**src/rtl/loop_device_talker_listener_unit_defines.svh**
```systemverilog
// Assertion macros for the loop device talker/listener unit
`ifndef LOOP_DEVICE_TALKER_LISTENER_UNIT_DEFINES_SVH
`define LOOP_DEVICE_TALKER_LISTENER_UNIT_DEFINES_SVH

`ifndef SYNTHESIS
`define LDTL_ASSERT(lbl, prop, msg) \
	lbl: assert property (@(posedge clk) disable iff (!arst_n) prop) else $error(msg);
`define LDTL_ASSERT_NEXT(lbl, ante, cons, msg) \
	lbl: assert property (@(posedge clk) disable iff (!arst_n) (ante) |=> (cons)) \
		else $error(msg);
`else
`define LDTL_ASSERT(lbl, prop, msg)
`define LDTL_ASSERT_NEXT(lbl, ante, cons, msg)
`endif

`endif

```
**src/rtl/ldtl_pkg.sv**
```systemverilog
// Types, constants and helpers shared by the loop device talker/listener unit
package ldtl_pkg;

	localparam int ID_LEN = 16;
	localparam int LDTL_QUEUE_DEPTH = 2;

	localparam logic [1:0] OP_DATA  = 2'd0;
	localparam logic [1:0] OP_CMD   = 2'd1;
	localparam logic [1:0] OP_READY = 2'd2;

	localparam logic [1:0] REG_ID_LOW       = 2'd0;
	localparam logic [1:0] REG_ID_HIGH      = 2'd1;
	localparam logic [1:0] REG_ACCESSORY_ID = 2'd2;
	localparam logic [1:0] REG_DEFAULT_ADDR = 2'd3;

	localparam logic [7:0] ACCESSORY_ID_RESET = 8'd65;
	localparam logic [4:0] DEFAULT_ADDR_RESET = 5'd4;

	localparam logic [3:0] ROLE_IDLE   = 4'h0;
	localparam logic [3:0] ROLE_LISTEN = 4'h8;
	localparam logic [3:0] ROLE_TALK   = 4'h4;
	localparam logic [3:0] ROLE_DATA   = 4'h2;
	localparam logic [3:0] ROLE_ONE    = 4'h1;

	localparam logic [10:0] EOT_FRAME = 11'h540;

	localparam logic [2:0] GRP_UNIVERSAL = 3'd0;
	localparam logic [2:0] GRP_LISTEN    = 3'd1;
	localparam logic [2:0] GRP_TALK      = 3'd2;
	localparam logic [2:0] GRP_UNCONFIG  = 3'd4;

	localparam logic [7:0] CMD_SDC = 8'd4;
	localparam logic [7:0] CMD_DCL = 8'd20;
	localparam logic [4:0] ADDR_UNLISTEN = 5'd31;
	localparam logic [4:0] SUB_IFC = 5'd16;
	localparam logic [4:0] SUB_AAU = 5'd26;

	localparam logic [7:0] RDY_NRD = 8'd66;
	localparam logic [7:0] RDY_SDA = 8'd96;
	localparam logic [7:0] RDY_SST = 8'd97;
	localparam logic [7:0] RDY_SDI = 8'd98;
	localparam logic [7:0] RDY_SAI = 8'd99;
	localparam logic [7:0] RDY_AAD_END = 8'h9E;

	typedef enum logic [2:0] {
		KIND_PASS,
		KIND_DATA,
		KIND_CMD,
		KIND_READY,
		KIND_AUTO_ADDR
	} kind_t;

	typedef struct packed {
		logic [1:0]  opcode;
		logic [10:0] frame_in;
		logic        rx_valid;
		logic [7:0]  rx_byte;
		logic [7:0]  serial_status;
	} in_item_t;

	typedef struct packed {
		logic [10:0] frame_out;
		logic        tx_valid;
		logic [7:0]  tx_byte;
		logic        rx_take;
		logic        buffer_clear;
	} out_item_t;

	typedef struct packed {
		kind_t       kind;
		logic [10:0] frame;
		logic        rx_valid;
		logic [7:0]  rx_byte;
		logic [7:0]  serial_status;
	} q_entry_t;

	typedef struct packed {
		logic     valid;
		q_entry_t entry;
	} q_head_t;

	function automatic logic [7:0] id_char(input logic [127:0] id, input logic [4:0] i);
		if (i >= 5'(ID_LEN))
			return 8'd0;
		return id[{i[3:0], 3'b000} +: 8];
	endfunction

endpackage

```
**src/rtl/ldtl_front.sv**
```systemverilog
// Front end: accept loop frames, classify them and queue them for the back end
module ldtl_front import ldtl_pkg::*; #(
	parameter int DEPTH = LDTL_QUEUE_DEPTH
) (
	input  logic     clk,
	input  logic     arst_n,
	input  logic     in_valid,
	output logic     in_stall,
	input  in_item_t in_data,
	output q_head_t  head,
	input  logic     pop
);

	localparam int PTR_W = (DEPTH > 1) ? $clog2(DEPTH) : 1;
	localparam int CNT_W = $clog2(DEPTH + 1);

	q_entry_t             mem_q [DEPTH];
	logic [PTR_W-1:0]     wr_ptr_q;
	logic [PTR_W-1:0]     rd_ptr_q;
	logic [CNT_W-1:0]     count_q;
	q_entry_t             entry;
	logic                 push;
	logic [7:0]           n;

	always_comb begin
		n = in_data.frame_in[7:0];
		entry.frame         = in_data.frame_in;
		entry.rx_valid      = in_data.rx_valid;
		entry.rx_byte       = in_data.rx_byte;
		entry.serial_status = in_data.serial_status;
		unique case (in_data.opcode)
			OP_DATA:  entry.kind = KIND_DATA;
			OP_CMD:   entry.kind = KIND_CMD;
			OP_READY: begin
				if (!n[7])
					entry.kind = KIND_READY;
				else if (n < RDY_AAD_END)
					entry.kind = KIND_AUTO_ADDR;
				else
					entry.kind = KIND_PASS;
			end
			default:  entry.kind = KIND_PASS;
		endcase
	end

	assign in_stall = (count_q == CNT_W'(DEPTH));
	assign push = in_valid && !in_stall;
	assign head.valid = (count_q != '0);
	assign head.entry = mem_q[rd_ptr_q];

	always_ff @(posedge clk) begin
		if (push)
			mem_q[wr_ptr_q] <= entry;
	end

	always_ff @(posedge clk or negedge arst_n) begin
		if (!arst_n) begin
			wr_ptr_q <= '0;
			rd_ptr_q <= '0;
			count_q  <= '0;
		end else begin
			if (push)
				wr_ptr_q <= (wr_ptr_q == PTR_W'(DEPTH - 1)) ? '0 : wr_ptr_q + 1'b1;
			if (pop)
				rd_ptr_q <= (rd_ptr_q == PTR_W'(DEPTH - 1)) ? '0 : rd_ptr_q + 1'b1;
			if (push && !pop)
				count_q <= count_q + 1'b1;
			else if (pop && !push)
				count_q <= count_q - 1'b1;
		end
	end

endmodule

```
**src/rtl/ldtl_back.sv**
```systemverilog
// Back end: role and address state, frame handling and the output register
module ldtl_back import ldtl_pkg::*; (
	input  logic        clk,
	input  logic        arst_n,
	input  q_head_t     head,
	output logic        pop,
	input  logic        cfg_valid,
	input  logic [1:0]  cfg_index,
	input  logic [63:0] cfg_data,
	output logic        out_valid,
	input  logic        out_stall,
	output out_item_t   out_data
);

	logic [63:0] id_low_q;
	logic [63:0] id_high_q;
	logic [7:0]  accessory_q;
	logic [4:0]  default_addr_q;
	logic [3:0]  role_q;
	logic [7:0]  addr_q;
	logic [4:0]  id_ptr_q;
	logic        out_valid_q;
	out_item_t   out_q;

	q_entry_t    e;
	logic [7:0]  n;
	logic [4:0]  low5;
	logic [7:0]  c;
	logic [3:0]  role_n;
	logic [7:0]  addr_n;
	logic [4:0]  ptr_n;
	out_item_t   res;

	assign pop = head.valid && (!out_valid_q || !out_stall);
	assign out_valid = out_valid_q;
	assign out_data = out_q;

	always_comb begin
		e      = head.entry;
		n      = e.frame[7:0];
		low5   = n[4:0];
		c      = id_char({id_high_q, id_low_q}, id_ptr_q);
		role_n = role_q;
		addr_n = addr_q;
		ptr_n  = id_ptr_q;
		res.frame_out    = e.frame;
		res.tx_valid     = 1'b0;
		res.tx_byte      = 8'd0;
		res.rx_take      = 1'b0;
		res.buffer_clear = 1'b0;
		unique case (e.kind)
			KIND_DATA: begin
				if (role_q[3]) begin
					if (role_q[2]) begin
						if (role_q[1] && role_q[0]) begin
							if (id_ptr_q != '0) begin
								res.frame_out = 11'(c);
								ptr_n = (c == 8'd0) ? '0 : id_ptr_q + 5'd1;
							end
							if (ptr_n == '0) begin
								res.frame_out = EOT_FRAME;
								role_n = ROLE_TALK;
							end
						end else if (role_q[1]) begin
							if (e.rx_valid) begin
								res.frame_out = 11'(e.rx_byte);
								res.rx_take = 1'b1;
							end else begin
								res.frame_out = EOT_FRAME;
								role_n = ROLE_TALK;
							end
						end else begin
							res.frame_out = EOT_FRAME;
							role_n = ROLE_TALK;
						end
					end else begin
						res.tx_valid = 1'b1;
						res.tx_byte = n;
					end
				end
			end
			KIND_CMD: begin
				unique case (n[7:5])
					GRP_UNIVERSAL: begin
						if ((n == CMD_SDC && role_q[3]) || n == CMD_DCL)
							res.buffer_clear = 1'b1;
					end
					GRP_LISTEN: begin
						if (low5 == ADDR_UNLISTEN) begin
							if (!role_q[2])
								role_n = ROLE_IDLE;
						end else if (low5 == addr_q[4:0]) begin
							role_n = ROLE_LISTEN;
						end
					end
					GRP_TALK: begin
						if (low5 == addr_q[4:0])
							role_n = ROLE_TALK;
						else if (role_q[2])
							role_n = ROLE_IDLE;
					end
					GRP_UNCONFIG: begin
						if (low5 == SUB_IFC)
							role_n = ROLE_IDLE;
						else if (low5 == SUB_AAU)
							addr_n = 8'(default_addr_q);
					end
					default: ;
				endcase
			end
			KIND_READY: begin
				if (role_q[2]) begin
					unique case (n)
						RDY_NRD: role_n = role_q & ~ROLE_DATA;
						RDY_SDA: begin
							if (e.rx_valid) begin
								res.frame_out = 11'(e.rx_byte);
								res.rx_take = 1'b1;
								role_n = ROLE_LISTEN | ROLE_TALK | ROLE_DATA;
							end else begin
								res.frame_out = EOT_FRAME;
							end
						end
						RDY_SST: begin
							res.frame_out = 11'(e.serial_status);
							role_n = ROLE_LISTEN | ROLE_TALK | ROLE_ONE;
						end
						RDY_SDI: begin
							res.frame_out = 11'(id_char({id_high_q, id_low_q}, 5'd0));
							ptr_n = 5'd1;
							role_n = ROLE_LISTEN | ROLE_TALK | ROLE_DATA | ROLE_ONE;
						end
						RDY_SAI: begin
							res.frame_out = 11'(accessory_q);
							role_n = ROLE_LISTEN | ROLE_TALK | ROLE_ONE;
						end
						default: ;
					endcase
				end
			end
			KIND_AUTO_ADDR: begin
				if (!addr_q[7]) begin
					addr_n = n;
					res.frame_out = e.frame + 11'd1;
				end
			end
			default: ;
		endcase
	end

	always_ff @(posedge clk or negedge arst_n) begin
		if (!arst_n) begin
			id_low_q       <= '0;
			id_high_q      <= '0;
			accessory_q    <= ACCESSORY_ID_RESET;
			default_addr_q <= DEFAULT_ADDR_RESET;
		end else if (cfg_valid) begin
			unique case (cfg_index)
				REG_ID_LOW:       id_low_q <= cfg_data;
				REG_ID_HIGH:      id_high_q <= cfg_data;
				REG_ACCESSORY_ID: accessory_q <= cfg_data[7:0];
				REG_DEFAULT_ADDR: default_addr_q <= cfg_data[4:0];
			endcase
		end
	end

	always_ff @(posedge clk or negedge arst_n) begin
		if (!arst_n) begin
			role_q      <= ROLE_IDLE;
			addr_q      <= '0;
			id_ptr_q    <= '0;
			out_valid_q <= 1'b0;
		end else if (pop) begin
			role_q      <= role_n;
			addr_q      <= addr_n;
			id_ptr_q    <= ptr_n;
			out_valid_q <= 1'b1;
		end else if (!out_stall) begin
			out_valid_q <= 1'b0;
		end
	end

	always_ff @(posedge clk) begin
		if (pop)
			out_q <= res;
	end

endmodule

```
**src/rtl/loop_device_talker_listener_unit.sv**
```systemverilog
// Top level of the loop device talker/listener unit
//
// Input channel: in_valid/in_stall carry one received loop frame per transfer,
// tagged as data, command or ready, with the receive byte offer and the serial
// status that go with it. Output channel: out_valid/out_stall carry the frame
// to retransmit together with the transmitter byte, the receive-byte take and
// the buffer clear pulse. Configuration: cfg_valid/cfg_ready with cfg_index
// and cfg_data write the ID string, accessory ID and default address; cfg_ready
// is always high and writes belong to idle periods.
// A transfer is accepted into a short queue; when nothing stalls the back end
// takes one entry per cycle, so throughput is one frame per cycle, and
// out_valid rises once the frame has passed the queue and the output register.
// The rate is set by the single state update in the back end. When out_stall
// is high while out_valid is high, the output register holds; the queue keeps
// accepting until it is full, then in_stall rises.
// Reset leaves the device idle, unaddressed, with an empty ID string,
// accessory ID 65 and default address 4.
`include "loop_device_talker_listener_unit_defines.svh"

module loop_device_talker_listener_unit import ldtl_pkg::*; #(
	parameter int QUEUE_DEPTH = LDTL_QUEUE_DEPTH
) (
	input  logic        clk,
	input  logic        arst_n,
	input  logic        in_valid,
	output logic        in_stall,
	input  in_item_t    in_data,
	output logic        out_valid,
	input  logic        out_stall,
	output out_item_t   out_data,
	input  logic        cfg_valid,
	output logic        cfg_ready,
	input  logic [1:0]  cfg_index,
	input  logic [63:0] cfg_data
);

	q_head_t q_head;
	logic    q_pop;

	assign cfg_ready = 1'b1;

	ldtl_front #(
		.DEPTH(QUEUE_DEPTH)
	) u_front (
		.clk      (clk),
		.arst_n   (arst_n),
		.in_valid (in_valid),
		.in_stall (in_stall),
		.in_data  (in_data),
		.head     (q_head),
		.pop      (q_pop)
	);

	ldtl_back u_back (
		.clk       (clk),
		.arst_n    (arst_n),
		.head      (q_head),
		.pop       (q_pop),
		.cfg_valid (cfg_valid && cfg_ready),
		.cfg_index (cfg_index),
		.cfg_data  (cfg_data),
		.out_valid (out_valid),
		.out_stall (out_stall),
		.out_data  (out_data)
	);

	`LDTL_ASSERT(a_tx_byte_matches,
		out_valid && out_data.tx_valid |-> out_data.frame_out[7:0] == out_data.tx_byte,
		"transmit byte differs from passed frame")
	`LDTL_ASSERT(a_tx_rx_exclusive,
		out_valid |-> !(out_data.tx_valid && out_data.rx_take),
		"transmit and receive take in one result")
	`LDTL_ASSERT_NEXT(a_push_lands,
		in_valid && !in_stall && !q_head.valid, q_head.valid,
		"accepted transfer missing from queue")

endmodule

```
**config.mk**
```make
export PLATFORM = sky130hd
export DESIGN_NAME = loop_device_talker_listener_unit
export DESIGN_NICKNAME = d
export VERILOG_FILES = /design/src/rtl/ldtl_pkg.sv /design/src/rtl/ldtl_front.sv /design/src/rtl/ldtl_back.sv /design/src/rtl/loop_device_talker_listener_unit.sv
export VERILOG_INCLUDE_DIRS = /design/src /design/src/rtl
export SDC_FILE = /design/constraint.sdc
export NUM_CORES = 1
export LEC_CHECK = 0
export BUFFER_PORTS_ARGS = -buffer_cell sky130_fd_sc_hd__buf_2
export CORE_ASPECT_RATIO = 0.75
export CORE_MARGIN = 2
export CORE_UTILIZATION = 50
export CTS_BUF_LIST = sky130_fd_sc_hd__clkbuf_2
export CTS_CLUSTER_DIAMETER = 200
export DETAILED_ROUTE_END_ITERATION = 6
export PLACE_DENSITY = 0.78
export RECOVER_POWER = 50
export SKIP_LAST_GASP = 1
export SLEW_MARGIN = 20
export SYNTH_ARGS = -nofsm -noshare
export SYNTH_HDL_FRONTEND = slang
export SYNTH_SLANG_ARGS = --single-unit
```
**constraint.sdc**
```tcl
create_clock -name clk -period 4.9 [get_ports clk]
set_clock_uncertainty 0.2 [all_clocks]
set_input_delay 0.245 -clock clk [delete_from_list [all_inputs] [get_ports clk]]
set_output_delay 0.245 -clock clk [all_outputs]
set_load 0.05 [all_outputs]
```
== After elaboration in Yosys (flattened, before gate mapping) ==
Memories as Yosys holds them, arrays and structs flattened.
Cells that the tools add are included.
Storage, ports and cells
  logic and storage cells: 184
  bits of input ports: 101
  register bits after elaboration: 183
  RAM bits: 62
  output and inout port bits: 25
  memories kept: 1
Memories
  u_front.mem_q: depth 2, width 31, rd ports 1, clocked after memory_dff 0, wr ports 1, RTL line ldtl_front.sv:17  | q_entry_t mem_q [DEPTH];
Cells by class
  eq/ne operators: 45
  shift operators: 1
  bitwise operators: 2
  reductions and logical operators: 39
  mux-type cells: 68
  add/sub/neg operators: 6
  order comparisons: 2
Operators with widths (number)
  indexed part select 128 x 8 -> 8 bit: 1
  2-to-1 mux 11 bit: 8
  2-to-1 mux 4 bit: 14
  2-to-1 mux 5 bit: 11
  2-to-1 mux 8 bit: 6
  case mux 11 bit (4 select lines): 1
  equality test 8 x 7 -> 1 bit, second input constant: 5
  case mux 11 bit (3 select lines): 1
  case mux 4 bit (3 select lines): 2
  2-to-1 mux 21 bit: 1
  case mux 4 bit (4 select lines): 1
  case mux 8 bit (2 select lines): 1
  equality test 5 bit, second input constant: 3
  AND reduction 15 bit: 1
  2-to-1 mux 1 bit: 14
  inequality test 2 x 1 -> 1 bit, second input constant: 7
  AND reduction 13 bit: 1
  inequality test 4 bit, second input constant: 3
  AND reduction 2 bit: 6
  AND reduction 6 bit: 2
  adder 11 x 1 -> 11 bit, second input constant: 1
  AND reduction 11 bit: 1
  case mux 5 bit (2 select lines): 1
  equality test 3 x 2 -> 1 bit, second input constant: 3
  39 further kinds: 68

== Logic depth before layout (Yosys ltp) ==
Gate-level depths: netlist of run 1.
  word-level depth: 16
  gate-level depth with buffers: 16
  mapped depth without buffers: 12

== Hierarchy ==
Synthesis of run 1 repeated with hierarchy kept, for this count alone.
Unflattened totals
  cells, all modules: 886
  area total of the unflattened synthesis: 11969.0 sq um
Modules (own cells, without submodules)
  ldtl_back: instances 1, area an instance 9330.2 sq um, seq. area each 4593.2 sq um, cells each 762
  ldtl_front: instances 1, area an instance 2627.5 sq um, seq. area each 1961.9 sq um, cells each 122
  loop_device_talker_listener_unit: instances 1, area an instance 11.3 sq um, seq. area each 0.0 sq um, cells each 2

== Worst setup path after synthesis of run 1 ==
Ideal clock, no wire load.
  path kind: reg2reg
  start: register u_back.id_ptr_q[0]
  end: register u_back.out_q, in the netlist u_back.out_data[19], data pin
  setup time: 0.270 ns
  buffers on the path: 5
  stages on the path, launching flop included: 16
  setup slack: 1.436 ns
  period minus slack after synthesis: 3.464 ns
  required time: 4.430 ns
  arrival time: 2.995 ns
  path through: dfrtp_1 -> buf_2 -> buf_2 -> inv_1 -> buf_2 -> ha_1 -> or3b_1 -> clkbuf_1 -> nor2_1 -> nor4_1 -> a22o_1 -> a211oi_1 -> o31ai_2 -> buf_6 -> o41ai_1 -> o21ai_0
RTL lines
  start: declaration: RTL line ldtl_back.sv:21  | logic [4:0] id_ptr_q;
  start signal: assignment: RTL line ldtl_back.sv:176  | id_ptr_q <= ptr_n;
  end signal: assignment: RTL line ldtl_back.sv:185  | out_q <= res;
  end: declaration: RTL line ldtl_back.sv:23  | out_item_t out_q;

==> results.py, run 1 <==
metrics = {
    "run_status": {
        "outcome": "finished with violations",
        "violations": "max-capacitance violations, max-slew violations",
    },
    "flow_run": {
        "drv_cap": 3,
    },
    "sta": {
        "worst_hold_slack_ns": 0.0718,
        "tns_ns": 0,
        "rsz0062_at_grt": "no",
        "hold_violations": 0,
        "fmax_ghz": 0.227,
        "max_slew_margin": -1.55,
        "final-setup-viol-count": 0,
        "tightest_slew_ns": 3.82,
        "fin_crit_ns": 4.40,
        "finalCritPeriodShare": 0.898,
        "slew_viol_final": 158,
    },
    "floorplanning": {
        "rows": 48,
        "die_area_mm2": 0.0252,
        "start_util": 0.514,
        "fp.dieW_um": 183,
        "io_pins": 126,
        "core_area_mm2": 0.0232,
        "dieHeight_um": 138,
    },
    "detailed_routing": {
        "ant_nets": 0,
        "first_pass_iters": 5,
        "vias": 9454,
        "viasPerCell": 5.88,
        "drcViolationCount": 0,
        "dr.first_iter.drc_count": 900,
        "drt_wl_total_mm": 34.7,
        "routedWlPerCell_um": 21.6,
    },
    "clocking": {
        "hold_buffers": 193,
        "cts_resized": 0,
        "cts-root-buf": "clkbuf_2",
        "clock_path_buffers": 3,
        "clock-sinks": 245,
        "clk_latency_ns": 0.92,
        "postCtsSetupRepairBufs": 0,
        "h-tree-depth": 2,
        "cts_tree": "yes",
        "numCtsBuffers": 56,
        "path_clk_slew_ns": 0.13,
    },
    "place": {
        "gp_congestion": 0.977,
        "detailedPlacementHpwl_mm": 21.2,
        "placed_cells": 1307,
        "portBuffers": 124,
        "dpl_cell_area_mm2": 0.0128,
    },
    "setup_path": {
        "critPathMaxFanout": 33,
        "startpoint_type": "flip-flop",
        "cp.required_ns": 5.24,
        "setup.worst_path.end_class": "flip-flop",
        "critical_path_class": "flip-flop to flip-flop",
        "arrival_ns": 4.74,
    },
    "synth": {
        "synth.ff_latch_count": 245,
        "ys_seq_area_frac": 0.548,
        "synthTopCellsByArea": "dfrtp_1 33%, edfxtp_1 21%, mux2_2 14%",
        "synth.cell_area_mm2": 0.0120,
        "synth_fp_nets": 1027,
        "yosysWarnings": 0,
        "postSynthAreaPerCell_um2": 13.0,
        "yosys.area.top_type": "dfrtp_1",
        "async_flop_share": 0.657,
        "synth_top_area_frac": 0.331,
        "synth_flop_cell": "dfrtp_1",
        "synth_cells": 917,
        "synth-edff-count": 84,
        "synth_cell_types": 78,
        "synth.most_common_cell": "dfrtp_1",
        "synth_common_cells": "158 x dfrtp_1, 149 x mux2_2, 84 x edfxtp_1",
    },
    "global_route": {
        "grt_pass1_vias": 9760,
        "track_usage": 0.281,
        "antenna_found_initial": 2,
        "grt_max_degree": 69,
        "grt_overflow": 0,
        "grt_pass1_wl_mm": 53.9,
    },
    "final_layout": {
        "drive_gt1_frac": 0.315,
        "fin_area_mm2": 0.0153,
        "final_cells": 1609,
        "area_growth_pct": 27.9,
        "nNetsFinal": 1368,
    },
    "pwr": {
        "power_density_mw_per_mm2": 441,
        "total_power_mw": 6.74,
        "p_leak_nw": 6.22,
        "irDropWorstVdd_v": 0.000387,
    },
    "min_path": {
        "worstHoldPathType": "input pin to flip-flop",
    },
}
[final cells by class]
type	count	area, um2
flip-flops and latches	245	6560
well taps	300	375
clock inverters	23	121
diodes	3	7.51
repair buffers	335	2680
inverters	16	60.1
fillers	1700	7950
clock buffers	83	415
multi-input cells	604	5070
[sequential cells by signal, indices dropped and copies added, names as in the netlist]
name,count
u_back.id_high_q,64
u_back.id_low_q,64
u_front.mem_q,62
u_back.out_data,22
u_back.accessory_q,8
u_back.addr_q,6
u_back.default_addr_q,5
u_back.id_ptr_q,5
u_back.role_q,4
u_front.count_q,2
u_back.out_valid,1
u_front.rd_ptr_q,1
u_front.wr_ptr_q,1
[worst max-delay path, cell delays in order (launching register included)]
cell and delay, ns:
dfrtp_2 1.05, mux4_1 0.65, nand2_1 0.08, and2_1 0.18, nand4b_1 0.10, mux2_2 0.31, o31ai_2 0.98, o221ai_1 0.23
a21oi_1 0.21, a21oi_1 0.06
[cells by family (layout without fill, tap and decap cells)]
family,count (synthesis),in the layout,share of synthesized area
flip-flops,245,245,0.548
XOR/XNOR,19,19,0.0139
other,1,4,0.000314
buffers and inverters,68,457,0.0278
adder cells (fa/ha/maj),9,9,0.00942
AND/OR/NAND/NOR,209,209,0.0875
AO/OA/AOI/OAI,152,152,0.0850
multiplexers,214,214,0.228
[metrics by stage]
step | util | setup slack [ns]
4_1_cts | 0.659 | 0.636
6_report | 0.658 | 0.500
2_1_floorplan | - | 1.44
5_1_grt | 0.658 | 0.296
3_5_place_dp | 0.552 | 0.707
3_3_place_gp | 0.552 | 0.767
[layout by cell type (no fill, tap or decap), types with 6 or more instances in the layout]
cell type        n
clkbuf_1        16
nor2b_1          8
mux4_2          27
mux2i_1         30
edfxtp_1        84
nor2_1          42
a221oi_1         6
buf_4           15
ha_1             9
mux2i_2          6
xnor2_1          9
dlygate4sd3_1  192
o22ai_1          8
a21oi_1         37
inv_1           16
xor2_1          10
nand2_1         71
dfrtp_1        155
nand3_1         15
clkbuf_2        83
nand4_1          6
clkinv_1        18
and2_1          15
buf_2          110
o21ai_0         32
mux2_2         147
a31oi_1          7
nor3_1          15
o221ai_1         9
[routing by layer]
metal / track usage / routed length (um)
met2: 0.437 / 15700
met1: 0.380 / 14600
met4: 0.0932 / 777
met5: 0 / 0
met3: 0.0851 / 3630
[path summary, 6_finish.rpt]
path	start	to	slack, ns	cells after the start
setup / recovery	u_back.id_ptr_q[1]$_DFFE_PN0P_	u_back.out_data[12]$_DFFE_PP_	0.50	9
hold / removal	cfg_data[0]	u_back.id_high_q[0]$_DFFE_PN0P_	0.07	3
setup reg to reg	u_back.id_ptr_q[1]$_DFFE_PN0P_	u_back.out_data[12]$_DFFE_PP_	0.50	9
hold reg to reg	u_back.id_high_q[29]$_DFFE_PN0P_	u_back.id_high_q[29]$_DFFE_PN0P_	0.31	1
max in group asynchronous	arst_n	u_front.wr_ptr_q$_DFFE_PN0P_	1.08	4
min in group asynchronous	arst_n	u_back.accessory_q[0]$_DFFE_PN1P_	0.68	3
[power breakdown]
part / internal [mW] / switching [mW]
Combinational: 0.920 / 1.44
Clock: 0.513 / 0.863
Sequential: 2.66 / 0.339
Power figures use the tool's default switching activity.
==> run 2: changes to the inputs <==
--- a/config.mk
+++ b/config.mk
@@ -6,7 +6,7 @@
 export SDC_FILE = /design/constraint.sdc
 export NUM_CORES = 1
 export LEC_CHECK = 0
-export BUFFER_PORTS_ARGS = -buffer_cell sky130_fd_sc_hd__buf_2
+export BUFFER_PORTS_ARGS = -buffer_cell sky130_fd_sc_hd__clkbuf_2
 export CORE_ASPECT_RATIO = 0.75
 export CORE_MARGIN = 2
 export CORE_UTILIZATION = 50
==> run 2 against run 1 <==
The flow finishes with violations (design-rule violations, max-capacitance violations, max-slew violations). Final area increased by 0.60%. First-iteration DRC count grew 5.1%. Count of clock-buffer cells in the layout up 1. Routed wire length rose by 2.1%. Critical path depth up 2. Clock power is essentially flat. Sequential power about the same. Via count decreased by 0.36%. Non-clock buffer count rose by 11. Register-to-register slack better by 0.02 ns. Global-route usage increased by 0.81 points. Total power up 1.0%.
==> results.py, run 2 (synthesized netlist as in run 1, its figures left out) <==
metrics = {
    "run_status": {
        "outcome": "finished with violations",
        "violations": "design-rule violations, max-capacitance violations, max-slew violations",
    },
    "global_route": {
        "top_usage_layer": "met2",
        "antenna_found_initial": 1,
        "grt_pass1_vias": 9980,
        "met2_usage": 0.459,
        "met1_usage": 0.388,
        "track_usage": 0.289,
        "grt_max_degree": 81,
        "grt_use_met3": 0.0783,
        "grt_pass1_wl_mm": 55.4,
        "grt_overflow": 0,
    },
    "setup_path": {
        "worstReg2RegStart": "u_front.rd_ptr_q$_DFFE_PN0P_",
        "ff2ff_path_depth": 11,
        "cp-startpoint": "u_front.rd_ptr_q$_DFFE_PN0P_",
        "slowest_stage": "dfrtp_1",
        "cp.required_ns": 5.39,
        "cp_num_cells": 11,
        "setup.worst_path.end_class": "flip-flop",
        "crit_chain": "mux2i_2 > buf_4 > inv_1 > ha_1 > or4_1 > a31oi_1 > a21oi_1 > o21ai_0 > a21o_1 > o21ai_0 > a21oi_1",
        "slowest_delay_ns": 1.12,
        "path_buf_inv": 2,
        "arrival_ns": 4.86,
        "critPathMaxFanout": 29,
        "worstSetupEndpoint": "u_back.out_data[12]$_DFFE_PP_",
        "timing.reg2reg.setup_slack_ns": 0.52,
        "reg2reg_to": "u_back.out_data[12]$_DFFE_PP_",
        "critical-path-top-delay-family": "compound AO/OA/AOI/OAI gates",
        "critical_path_class": "flip-flop to flip-flop",
        "startpoint_type": "flip-flop",
    },
    "detailed_routing": {
        "drcViolationCount": 2,
        "routedWlPerCell_um": 21.9,
        "vias": 9420,
        "viasPerCell": 5.81,
        "ant_nets": 0,
        "dr.first_iter.drc_count": 946,
        "first_pass_iters": 7,
        "drt_wl_total_mm": 35.4,
    },
    "pwr": {
        "irDropWorstVdd_v": 0.000355,
        "total_power_mw": 6.80,
        "power_density_mw_per_mm2": 442,
        "p_leak_nw": 6.29,
    },
    "final_layout": {
        "nFillCells": 1694,
        "final_cell_mix": "200 x dlygate4sd3_1, 195 x clkbuf_2, 156 x dfrtp_1, 148 x mux2_2, 84 x edfxtp_1",
        "drive_gt1_frac": 0.316,
        "largestRegisters": "u_back.id_high_q: 64 flops, u_back.id_low_q: 64 flops, u_front.mem_q: 62 flops",
        "final_common_cell": "dlygate4sd3_1",
        "nNetsFinal": 1381,
        "area_growth_pct": 28.7,
    },
    "floorplanning": {
        "io_pins": 126,
        "die_area_mm2": 0.0252,
        "dieHeight_um": 138,
        "core_area_mm2": 0.0232,
        "fp.dieW_um": 183,
        "start_util": 0.514,
        "rows": 48,
    },
    "sta": {
        "tightest_slew_ns": 2.34,
        "hold_violations": 0,
        "max_slew_margin": -0.563,
        "final-setup-viol-count": 0,
        "rsz0062_at_grt": "no",
        "finalCritPeriodShare": 0.893,
        "slew_viol_final": 196,
        "fmax_ghz": 0.228,
        "tns_ns": 0,
        "fin_crit_ns": 4.38,
    },
    "clocking": {
        "postCtsSetupRepairBufs": 0,
        "cts-root-buf": "clkbuf_2",
        "h-tree-depth": 2,
        "cts_tree": "yes",
        "clk_latency_ns": 0.91,
        "clock_path_buffers": 3,
        "path_clk_slew_ns": 0.12,
        "numCtsBuffers": 58,
        "clock-sinks": 245,
        "cts_resized": 0,
        "hold_buffers": 201,
    },
    "min_path": {
        "hold_depth": 3,
        "worstHoldPathType": "input pin to flip-flop",
    },
    "place": {
        "portBuffers": 124,
        "detailedPlacementHpwl_mm": 21.4,
        "gp_congestion": 0.949,
    },
    "flow_run": {
        "drv_cap": 4,
    },
}
-- run 2: layout make-up --
cell class                      count  area [um2]  area share
Antenna cell                        2        5.00    0.000325
Clock inverter                     25         135     0.00879
Multi-Input combinational cell    604        5070       0.330
Clock buffer                       84         420      0.0273
Inverter                           16        60.1     0.00390
Timing Repair Buffer              346        2750       0.179
Sequential cell                   245        6560       0.426
Tap cell                          300         375      0.0244
-- run 2: per-layer routing --
metal	vias to the layer above	share of wire
met5	-	0
met1	4639	0.42
met2	507	0.46
met3	82	0.094
li1	4192	-
met4	0	0.028
-- run 2: worst min path at each step --
stage,startpoint,end,slack (ns)
after floorplan,arst_n,u_back.accessory_q[1]$_DFFE_PN0P_,-0.25
after global placement,arst_n,u_back.id_low_q[58]$_DFFE_PN0P_,0.13
after detailed placement,arst_n,u_back.id_low_q[50]$_DFFE_PN0P_,0.15
after CTS,cfg_data[2],u_back.default_addr_q[2]$_DFFE_PN1P_,0.004
after global routing,in_valid,u_front.wr_ptr_q$_DFFE_PN0P_,0.04
final,cfg_data[2],u_back.default_addr_q[2]$_DFFE_PN1P_,0.07
-- run 2: through the flow --
stage	util	cells	area, um2	setup WS, ns	hold slack [ns]
floorplan	-	917	12000	1.44	-0.251
global placement	0.553	1310	12900	0.833	0.133
detailed placement	0.553	1310	12900	0.772	0.149
CTS	0.664	1620	15400	0.725	0.00391
global route	0.662	1622	15400	0.316	0.0441
finish	0.662	1622	15400	0.523	0.0662
-- run 2: worst min-delay path, cell delays in order --
cell	delay, ns
dlygate4sd3_1	0.53
clkbuf_2	0.14
mux2_2	0.15
-- run 2: power by group --
group	internal [mW]	total (mW)	leakage [nW]	switching (mW)
Sequential	2.66	3.02	2.71	0.355
Clock	0.526	1.41	0.416	0.888
Combinational	0.916	2.37	3.16	1.46
Total	4.11	6.80	6.29	2.70
==> run 3: changes to the inputs <==
--- a/config.mk
+++ b/config.mk
@@ -10,9 +10,10 @@
 export CORE_ASPECT_RATIO = 0.75
 export CORE_MARGIN = 2
 export CORE_UTILIZATION = 50
-export CTS_BUF_LIST = sky130_fd_sc_hd__clkbuf_2
+export CTS_BUF_LIST = sky130_fd_sc_hd__clkbuf_4 sky130_fd_sc_hd__clkbuf_8 sky130_fd_sc_hd__clkbuf_16
 export CTS_CLUSTER_DIAMETER = 200
 export DETAILED_ROUTE_END_ITERATION = 6
+export MAX_ROUTING_LAYER = met4
 export PLACE_DENSITY = 0.78
 export RECOVER_POWER = 50
 export SKIP_LAST_GASP = 1
==> run 3 against run 2 <==
The run still ends with design-rule violations, max-capacitance violations, max-slew violations left. Largest cell class unchanged. Total power up 5.8%. Global-route usage down 2.4 points. Die area unchanged. Worst hold slack worse by 0.017 ns.
==> results.py, run 3 (synthesized netlist as in run 1, its figures left out) <==
metrics = {
    "final_layout": {
        "area_growth_pct": 22.2,
        "nNetsFinal": 1244,
        "largestRegisters": "u_back.id_high_q: 64 flops, u_back.id_low_q: 64 flops, u_front.mem_q: 62 flops",
        "diodes": 0,
        "final_cell_mix": "155 x dfrtp_1, 145 x mux2_2, 98 x dlygate4sd3_1, 94 x clkbuf_2, 84 x edfxtp_1",
        "final_common_cell": "dfrtp_1",
        "drive_gt1_frac": 0.306,
        "post-route-util": 0.628,
    },
    "setup_path": {
        "critical_path_class": "flip-flop to flip-flop",
        "critPathMaxFanout": 33,
        "cp-startpoint": "u_back.id_ptr_q[1]$_DFFE_PN0P_",
        "arrival_ns": 4.39,
        "worstReg2RegStart": "u_back.id_ptr_q[1]$_DFFE_PN0P_",
        "path_buf_inv": 0,
        "crit_chain": "mux4_1 > nand2_1 > and2_1 > nand4b_1 > mux2_2 > o31ai_2 > a211oi_1 > o31ai_1 > a32oi_1",
        "timing.reg2reg.setup_slack_ns": 0.56,
        "setup.worst_path.end_class": "flip-flop",
        "cp.required_ns": 4.95,
        "startpoint_type": "flip-flop",
        "slowest_stage": "o31ai_2",
        "critical-path-top-delay-family": "compound AO/OA/AOI/OAI gates",
        "slowest_delay_ns": 1.01,
    },
    "pwr": {
        "total_power_mw": 7.20,
        "p_leak_nw": 5.82,
        "power_density_mw_per_mm2": 493,
        "irDropWorstVdd_v": 0.000465,
    },
    "detailed_routing": {
        "dr.first_iter.drc_count": 786,
        "ant_nets": 0,
        "vias": 8651,
        "routedWlPerCell_um": 22.2,
        "drt_wl_total_mm": 32.2,
        "drcViolationCount": 1,
        "viasPerCell": 5.95,
        "first_pass_iters": 7,
    },
    "clocking": {
        "clock-sinks": 245,
        "numCtsBuffers": 25,
        "cts_resized": 0,
        "cts_tree": "yes",
        "path_clk_slew_ns": 0.07,
        "cts-root-buf": "clkbuf_16",
        "hold_buffers": 98,
        "clk_latency_ns": 0.53,
        "postCtsSetupRepairBufs": 0,
        "clock_path_buffers": 3,
        "h-tree-depth": 1,
    },
    "global_route": {
        "grt_overflow": 0,
        "antenna_found_initial": 0,
        "grt_pass1_wl_mm": 49.5,
        "track_usage": 0.265,
        "grt_pass1_vias": 8753,
        "grt_max_degree": 73,
    },
    "sta": {
        "fin_crit_ns": 4.34,
        "final-setup-viol-count": 0,
        "max_slew_margin": -1.56,
        "rsz0062_at_grt": "no",
        "finalCritPeriodShare": 0.886,
        "slew_viol_final": 203,
        "hold_violations": 0,
        "tns_ns": 0,
        "tightest_slew_ns": 3.84,
        "fmax_ghz": 0.230,
    },
    "flow_run": {
        "drv_cap": 3,
    },
    "place": {
        "detailedPlacementHpwl_mm": 21.4,
        "portBuffers": 124,
        "gp_congestion": 0.973,
    },
    "floorplanning": {
        "die_area_mm2": 0.0252,
        "dieHeight_um": 138,
        "rows": 48,
        "core_area_mm2": 0.0232,
        "io_pins": 126,
        "fp.dieW_um": 183,
        "start_util": 0.514,
    },
    "min_path": {
        "worstHoldPathType": "input pin to flip-flop",
        "hp-start": "cfg_index[1]",
    },
    "run_status": {
        "outcome": "finished with violations",
        "violations": "design-rule violations, max-capacitance violations, max-slew violations",
    },
}
==> run 3: cell count changes in the layout (fill, tap and decap cells not counted), sizes merged <==
cell,previous run,this run
buf,17,18
bufinv,1,0
clkbuf,213,163
clkdlybuf4s25,0,1
clkinv,23,4
diode,2,0
dlygate4sd3,200,98
inv,17,20
==> run 3: power breakdown <==
part	internal [mW]	switching [mW]
Sequential	2.67	0.305
Combinational	0.868	1.45
Clock	1.10	0.806
Total	4.64	2.56
==> run 3: worst paths after layout <==
| check | end | cells after the start |
|---|---|---|
| min | u_back.default_addr_q[4]$_DFFE_PN0P_ | 3 |
| max in group asynchronous | u_back.id_ptr_q[2]$_DFFE_PN0P_ | 2 |
| max reg2reg | u_back.out_data[14]$_DFFE_PP_ | 9 |
| min reg2reg | u_back.id_high_q[53]$_DFFE_PN0P_ | 1 |
| max | u_back.out_data[14]$_DFFE_PP_ | 9 |
| min in group asynchronous | u_back.id_high_q[50]$_DFFE_PN0P_ | 2 |
==> run 3: cell type report <==
class / count / area [um2]
multi-input combinational: 604 / 5070
clock buffer: 38 / 778
sequential: 245 / 6560
tap: 300 / 375
fill: 1740 / 8630
inverter: 16 / 60.1
clock inverter: 8 / 53.8
timing repair buffer: 242 / 1710
==> run 3: worst min-delay path, delay by kind of cell <==
family,cells,cell delay [ns]
and+or+nand+nor,1,0.20
muxes,1,0.19
buffers and inverters,1,0.10
==> run 3: stage by stage <==
stage | area, um2 | cells | hold slack (ns) | setup slack (ns)
3_3_place_gp | 12800 | 1309 | 0.105 | 0.770
2_1_floorplan | 12000 | 917 | -0.251 | 1.44
3_5_place_dp | 12800 | 1309 | 0.107 | 0.670
4_1_cts | 14700 | 1453 | 0.0387 | 0.630
5_1_grt | 14600 | 1453 | 0.0904 | 0.217
6_report | 14600 | 1453 | 0.0494 | 0.561
==> run 3: routing by layer <==
layer  vias up  wire length (um)  global-route usage
met2       398             13900               0.385
li1       3882                 -                   -
met1      4316             15000               0.390
met5         -                 0                   -
met3        55              2580              0.0465
met4         0               739              0.0654
